==> config.mk <==
export PLATFORM = sky130hd
export DESIGN_NAME = km2d_div
export DESIGN_NICKNAME = d
export VERILOG_FILES = /design/src/design/km2d_div.sv
export SDC_FILE = /design/constraint.sdc
export NUM_CORES = 1
export LEC_CHECK = 0
export ABC_AREA = 1
export BUFFER_PORTS_ARGS = -buffer_cell sky130_fd_sc_hd__buf_2
export CAP_MARGIN = 20
export CORE_AREA = 2 2 81 122
export DETAILED_ROUTE_END_ITERATION = 16
export DIE_AREA = 0 0 83 124
export PLACE_DENSITY_LB_ADDON = 0.12
export SLEW_MARGIN = 15
export SYNTH_ARGS = -nofsm -noshare
export SYNTH_HDL_FRONTEND = slang
export SYNTH_SLANG_ARGS = --single-unit
==> constraint.sdc <==
create_clock -name clk -period 2.5 [get_ports clk]
set_input_delay 0 -clock clk [delete_from_list [all_inputs] [get_ports clk]]
set_output_delay 0 -clock clk [all_outputs]
set_load 0.005 [all_outputs]
==> src/design/km2d_div.sv <==
// Restoring divider, one quotient bit per cycle.
// Uses km2d_pkg for nothing but is sized by parameters.
`timescale 1ns / 1ps
module km2d_div #(
	parameter int NBITS = 29,
	parameter int DBITS = 17
) (
	input  logic             clk,
	input  logic             arst_n,
	input  logic             start,
	input  logic [NBITS-1:0] dividend,
	input  logic [DBITS-1:0] divisor,
	output logic             done,
	output logic [NBITS-1:0] quotient
);
	localparam int CW = $clog2(NBITS + 1);
	logic [NBITS-1:0] num_q;
	logic [DBITS:0]   rem_q;
	logic [DBITS-1:0] den_q;
	logic [CW-1:0]    cnt_q;
	logic             busy_q;
	logic [DBITS:0]   trial;
	logic [DBITS:0]   diff;

	assign trial    = {rem_q[DBITS-1:0], num_q[NBITS-1]};
	assign diff     = trial - {1'b0, den_q};
	assign quotient = num_q;

	always_ff @(posedge clk or negedge arst_n) begin
		if (!arst_n) begin
			busy_q <= 1'b0;
			done   <= 1'b0;
			cnt_q  <= '0;
		end else begin
			done <= 1'b0;
			if (start) begin
				busy_q <= 1'b1;
				cnt_q  <= CW'(NBITS);
			end else if (busy_q) begin
				cnt_q <= cnt_q - 1'b1;
				if (cnt_q == CW'(1)) begin
					busy_q <= 1'b0;
					done   <= 1'b1;
				end
			end
		end
	end

	always_ff @(posedge clk) begin
		if (start) begin
			num_q <= dividend;
			den_q <= divisor;
			rem_q <= '0;
		end else if (busy_q) begin
			if (!diff[DBITS]) begin
				rem_q <= diff;
				num_q <= {num_q[NBITS-2:0], 1'b1};
			end else begin
				rem_q <= trial;
				num_q <= {num_q[NBITS-2:0], 1'b0};
			end
		end
	end
endmodule

; ---- After elaboration in Yosys (flattened, before gate mapping)
; Index checks and enable logic that the tools add are counted.
[classes]
n_addsub = 2
n_eq_ne = 1
n_mux = 12
reduce_logical = 1
[op_table]
columns = operator, count
row1 = 29-bit two-way mux, 2
row2 = 18-bit by 17-bit subtractor with 18-bit output, 1
row3 = 17-bit two-way mux, 1
row4 = 5-bit two-way mux, 2
row5 = 1-bit two-way mux, 7
row6 = "5-bit by 1-bit equality test with 1-bit output, second input constant", 1
row7 = "5-bit by 1-bit subtractor with 5-bit output, second input constant", 1
row8 = 2-bit nonzero test, 1
[totals]
regBits = 70
out_inout_bits = 30
elab_cells = 22

; ---- Longest topological paths before layout
[depth]
word_depth = 4
ltp_mapped = 16
ltp_nobuf = 15

; ---- Least setup slack after synthesis
; Ideal clock, no wire load.
[synth_path]
path_kind = register -> register
start = register num_q[28], in the netlist quotient[28]
end = register rem_q[14]
setup_time_ps = 114
arrival_ps = 1917
path_slack_ps = 469
stages_incl_launch_ff = 14
path_cell_list = edfxtp_1 > inv_1 > ha_1 > fa_1 > o21ai_0 > nand2_1 > o21bai_1 > nand2_1 > nand2_1 > nand2_1 > nand2_1 > nand2_1 > nand3_1 > nand2_1
[synth_via]
elab_chain_len = 2
[synth_lines]
columns = element, line_no
row1 = from (decl), 17  ; logic [NBITS-1:0] num_q;
row2 = from (signal assigned), 51  ; num_q <= dividend;
row3 = from (signal assigned), 57  ; num_q <= {num_q[NBITS-2:0], 1'b1};
row4 = from (signal assigned), 60  ; num_q <= {num_q[NBITS-2:0], 1'b0};
row5 = 18-bit by 17-bit subtractor with 18-bit output, 26  ; assign diff = trial - {1'b0, den_q};
row6 = 17-bit two-way mux, 55  ; if (!diff[DBITS]) begin
row7 = to (signal assigned), 56  ; rem_q <= diff;
row8 = to (signal assigned), 59  ; rem_q <= trial;
row9 = to (decl), 18  ; logic [DBITS:0] rem_q;
; Every way passes these cells.
; A chain may end at the register's enable or synchronous reset.

; ---- Worst setup path after layout
; Ends and elaborated chain as after synthesis.

==> flow_summary.html <==
<table>
<tr><th>Metric</th><th>Value</th></tr>
<tr><th colspan="2">Run status</th></tr>
<tr><td>Result of the run</td><td>completed</td></tr>
<tr><th colspan="2">Placed design</th></tr>
<tr><td>Weighted congestion at the end of routability-driven global placement</td><td>roughly 0.95</td></tr>
<tr><td>Post-detail-place hpwl</td><td>6920 µm</td></tr>
<tr><td>Input/output buffers</td><td>78</td></tr>
<tr><th colspan="2">Synthesis</th></tr>
<tr><td>Sequential-to-total area share from yosys stat</td><td>46.8%</td></tr>
<tr><td>Fraction of the mapped netlist area in compound gates</td><td>around 2.9%</td></tr>
<tr><td>Mux contribution to synthesized area</td><td>0%</td></tr>
<tr><td>Number of instances in the synthesized netlist</td><td>about 530</td></tr>
<tr><td>Total standard cell area after synthesis</td><td>4060 µm²</td></tr>
<tr><td>Simple-gate portion of the synthesized area</td><td>between 30 and 40%</td></tr>
<tr><td>Nets in the synthesized netlist</td><td>603</td></tr>
<tr><td>Number of unique standard cell types used by synthesis</td><td>32</td></tr>
<tr><td>Syn Area/Cell</td><td>between 7 and 8 µm²</td></tr>
<tr><td>Largest family of logic cells by synthesized area</td><td>simple AND/OR/NAND/NOR gates</td></tr>
<tr><td>Adder-cell area share of the yosys netlist</td><td>6.36%</td></tr>
<tr><td>Number of flip-flops and latches in the synthesized netlist</td><td>70</td></tr>
<tr><td>Number of warnings issued by yosys</td><td>0</td></tr>
<tr><td>Parity-gate share of the synthesized area counting xor and xnor cells</td><td>1.73%</td></tr>
<tr><th colspan="2">Drt</th></tr>
<tr><td>Vias per inst</td><td>about 4.7</td></tr>
<tr><td>Total Routed Length</td><td>9870 µm</td></tr>
<tr><td>Number of antenna-violating nets in the routed design</td><td>0</td></tr>
<tr><td>Number of remaining DRC errors</td><td>0</td></tr>
<tr><td>Routed len/inst</td><td>12.6 µm</td></tr>
<tr><td>Detailed Routing Iterations Pass 1</td><td>4</td></tr>
<tr><td>DRC violation total after the first TritonRoute iteration</td><td>140</td></tr>
<tr><td>Vias</td><td>roughly 3,700</td></tr>
<tr><th colspan="2">Critical path</th></tr>
<tr><td>Peak per-stage delay on the critical path</td><td>about 430 ps</td></tr>
<tr><td>Element type at the critical path end</td><td>flop</td></tr>
<tr><td>Data required time at the worst endpoint</td><td>about 2700 ps</td></tr>
<tr><td>Buf+Inv Stages, Crit Path</td><td>1</td></tr>
<tr><td>Reg-to-reg critical path startpoint</td><td>quotient[28]</td></tr>
<tr><td>Category of the worst setup path launch point</td><td>flop</td></tr>
<tr><td>End of the worst register-to-register path</td><td>rem_q[14]</td></tr>
<tr><td>Worst path most repeated cell</td><td>sky130_fd_sc_hd__nand2_1</td></tr>
<tr><td>Maximum net fanout on the critical path</td><td>3</td></tr>
<tr><td>Register-to-Register Setup Slack</td><td>about 300 ps</td></tr>
<tr><td>Crit path kind</td><td>reg -&gt; reg</td></tr>
<tr><td>Depth of the worst register-to-register path</td><td>13</td></tr>
<tr><td>Kind of cell with the highest combined delay on the critical path</td><td>adder cells</td></tr>
<tr><td>Critical Path Stages</td><td>13</td></tr>
<tr><td>Cells along the critical path</td><td>inv_1 &gt; ha_1 &gt; fa_1 &gt; o21ai_1 &gt; nand2_1 &gt; o21bai_2 &gt; nand2_1 &gt; nand2_1 &gt; nand2_1 &gt; nand2_1 &gt; nand2_1 &gt; nand3_1 &gt; nand2_1</td></tr>
<tr><td>Critical Path Slowest Stage Cell</td><td>sky130_fd_sc_hd__fa_1</td></tr>
<tr><td>Worst path arrival time</td><td>~2400 ps</td></tr>
<tr><th colspan="2">Floorplan</th></tr>
<tr><td>Horizontal extent of the die</td><td>83 µm</td></tr>
<tr><td>Top-Level Pins</td><td>a little under 80</td></tr>
<tr><td>Die Footprint</td><td>roughly 10,000 µm²</td></tr>
<tr><td>Initial core utilization</td><td>around 44%</td></tr>
<tr><td>Chip height</td><td>approximately 120 µm</td></tr>
<tr><td>Placeable core region</td><td>9200 µm²</td></tr>
<tr><td>Row count</td><td>43</td></tr>
<tr><th colspan="2">Global routing</th></tr>
<tr><td>Overflow after GRT</td><td>0</td></tr>
<tr><td>Via count of the first global-routing pass</td><td>approximately 3,700</td></tr>
<tr><td>Total track usage</td><td>about a fifth</td></tr>
<tr><td>Initial antenna violation count</td><td>0</td></tr>
<tr><td>Pin count of the biggest net entering global routing</td><td>36</td></tr>
<tr><td>Wire length of the first global-routing pass</td><td>16,400 µm</td></tr>
<tr><th colspan="2">CTS</th></tr>
<tr><td>Root buffer cell</td><td>sky130_fd_sc_hd__clkbuf_16</td></tr>
<tr><td>Num CTS Buffers</td><td>9</td></tr>
<tr><td>Post-CTS setup repair buffer count</td><td>0</td></tr>
<tr><td>Clock insertion delay at the later pin of the skew report</td><td>between 300 and 400 ps</td></tr>
<tr><td>Clock transition time at the flip-flop clock pins of the worst setup and hold paths</td><td>60 ps</td></tr>
<tr><td>CTS Sinks</td><td>70</td></tr>
<tr><td>Max H-tree Level</td><td>3</td></tr>
<tr><td>Number of buffers on the longest clock path</td><td>2</td></tr>
<tr><td>CTS tree</td><td>yes</td></tr>
<tr><th colspan="2">Power</th></tr>
<tr><td>Fraction of power spent switching nets</td><td>35.0%</td></tr>
<tr><td>Power density of the placed cells</td><td>between 800 and 900 nW/µm²</td></tr>
<tr><td>Static leakage</td><td>about 0.0029 µW</td></tr>
<tr><td>Worst ir drop on vdd</td><td>0.449 mV</td></tr>
<tr><td>Reported net switching power</td><td>1550 µW</td></tr>
<tr><td>Flop pwr share</td><td>roughly a third</td></tr>
<tr><td>Proportion of power drawn by the clock network</td><td>between 20% and 30%</td></tr>
<tr><td>Part of the total power dissipated in combinational logic</td><td>a little over a third</td></tr>
<tr><td>Cell internal pwr</td><td>2890 µW</td></tr>
<tr><th colspan="2">STA</th></tr>
<tr><td>Hold violation count in the final report</td><td>0</td></tr>
<tr><td>Final setup viols</td><td>0</td></tr>
<tr><td>Setup Total Neg Slack</td><td>0 ps</td></tr>
<tr><td>Max Transition Viols Final</td><td>0</td></tr>
<tr><td>Final clock skew</td><td>around 9.3 ps</td></tr>
<tr><td>Headroom to the max-slew limit</td><td>a little over two fifths</td></tr>
<tr><td>Crit share post-route</td><td>88.2%</td></tr>
<tr><td>Time the final worst path needs with I/O delays and setup</td><td>about 2200 ps</td></tr>
<tr><td>Max Clock Freq</td><td>around 450 MHz</td></tr>
<tr><td>Unrepaired setup endpoints after global routing</td><td>false</td></tr>
<tr><td>Worst-margin pin slew</td><td>around 860 ps</td></tr>
<tr><th colspan="2">Layout</th></tr>
<tr><td>Fin util</td><td>roughly 58%</td></tr>
<tr><td>Antenna diode instance count</td><td>0</td></tr>
<tr><td>Nets</td><td>735</td></tr>
<tr><td>Area growth, synth to finish</td><td>32.2%</td></tr>
<tr><td>Most frequent cells in the layout</td><td>sky130_fd_sc_hd__nand2_1, sky130_fd_sc_hd__inv_1, sky130_fd_sc_hd__buf_2, sky130_fd_sc_hd__nand3_1, sky130_fd_sc_hd__dlygate4sd3_1</td></tr>
<tr><td>Share of cells above drive strength 1</td><td>around 18%</td></tr>
<tr><td>Most common cell after layout, fill and taps aside</td><td>sky130_fd_sc_hd__nand2_1</td></tr>
<tr><th colspan="2">Run</th></tr>
<tr><td>Maximum capacitance violations</td><td>0</td></tr>
<tr><th colspan="2">Min path</th></tr>
<tr><td>Class of the tightest hold or removal check</td><td>in -&gt; async</td></tr>
</table>
flip-flops by register name (all words and copies together), names as in the netlist:
| signal | flops |
|---|---|
| quotient | 29 |
| rem_q | 17 |
| busy_q | 1 |
| den_q | 17 |
| cnt_q | 5 |
| done | 1 |
metrics by stage:
| step | total power, µW | instances | hold slack (ps) | instance area (µm²) | setup WS [ps] |
|---|---|---|---|---|---|
| after CTS | 4480 | 783 | 22.6 | 5360 | 114 |
| after global routing | 4760 | 783 | 61.1 | 5360 | 59.5 |
| after global placement | 3090 | 720 | -155 | 4590 | 233 |
| after detailed placement | 3100 | 720 | -158 | 4590 | 129 |
| after floorplan | 2700 | 534 | -296 | 4060 | 469 |
| final | 4440 | 783 | 23.6 | 5360 | 295 |
area by class of cell:
cell class	count	area (µm²)
well taps	112	140
flip-flops and latches	70	1900
clock buffers	13	260
inverters	87	327
repair buffers	133	921
multi-input cells	365	1780
clock inverters	3	42.5
fillers	821	3840
power by group through the flow:
stage	combinational [µW]	sequential, µW	clock (µW)
2_1_floorplan	1170	1530	0
3_3_place_gp	1550	1540	0
3_5_place_dp	1560	1540	0
4_1_cts	1620	1530	1330
5_1_grt	1850	1550	1360
6_report	1610	1530	1300
cell families (layout without fill, tap and decap cells):
kind of cell | count (synthesis) | count (layout)
and+or+nand+nor | 315 | 315
buffers and inverters | 99 | 236
DFF | 70 | 70
AOI/OAI and AO/OA | 22 | 22
adders and majority gates | 20 | 20
xor gates and xnor gates | 8 | 8
synth_stat cells, drive strengths merged:
library cell / number / share of area, %
nand2: 228 / 22
nand4: 3 / 0.46
xnor2: 4 / 0.86
a21oi: 11 / 1.4
o21bai: 2 / 0.37
o21ai: 8 / 0.99
fa: 1 / 0.49
or2: 1 / 0.15
and2: 2 / 0.31
nor2: 22 / 2.2
nand3: 51 / 6.5
edfxtp: 46 / 34
dfxtp: 17 / 8.4
inv: 86 / 8.0
buf: 5 / 0.83
dfrtp: 7 / 4.3
and3: 1 / 0.15
xor2: 4 / 0.86
ha: 19 / 5.9
clkbuf: 7 / 0.65
nand3b: 2 / 0.37
clkinv: 1 / 0.092
o22ai: 1 / 0.15
nor3: 5 / 0.74
worst register-to-register path, cell delays in order (launching register included):
cell and delay [ps]:
sky130_fd_sc_hd__edfxtp_1 350, sky130_fd_sc_hd__inv_1 60, sky130_fd_sc_hd__ha_1 240, sky130_fd_sc_hd__fa_1 430, sky130_fd_sc_hd__o21ai_1 200, sky130_fd_sc_hd__nand2_1 120, sky130_fd_sc_hd__o21bai_2 250, sky130_fd_sc_hd__nand2_1 120
sky130_fd_sc_hd__nand2_1 80, sky130_fd_sc_hd__nand2_1 40, sky130_fd_sc_hd__nand2_1 50, sky130_fd_sc_hd__nand2_1 50, sky130_fd_sc_hd__nand3_1 70, sky130_fd_sc_hd__nand2_1 50
timing repair:
item	in CTS	in global routing
hold endpoints to repair	53	0
setup endpoints to repair	0	2
gates resized for setup	0	2
hold buffers	47	0
worst max path at each step:
stage,from,endpoint
after detailed placement,quotient[28],rem_q[14]
after global placement,quotient[28],rem_q[14]
final,quotient[28],rem_q[14]
after floorplan,quotient[28],rem_q[14]
after global routing,quotient[28],rem_q[14]
after CTS,quotient[28],rem_q[14]
routing by layer:
layer | vias up | share of wire (%) | GRT usage [%]
met5 | - | 0 | 0
met4 | 0 | 2.5 | 9.32
met3 | 15 | 4.9 | 3.91
met2 | 91 | 54 | 38.8
met1 | 1661 | 39 | 21.3
li1 | 1936 | - | -
No activity file was read; power rests on OpenSTA's default activity.
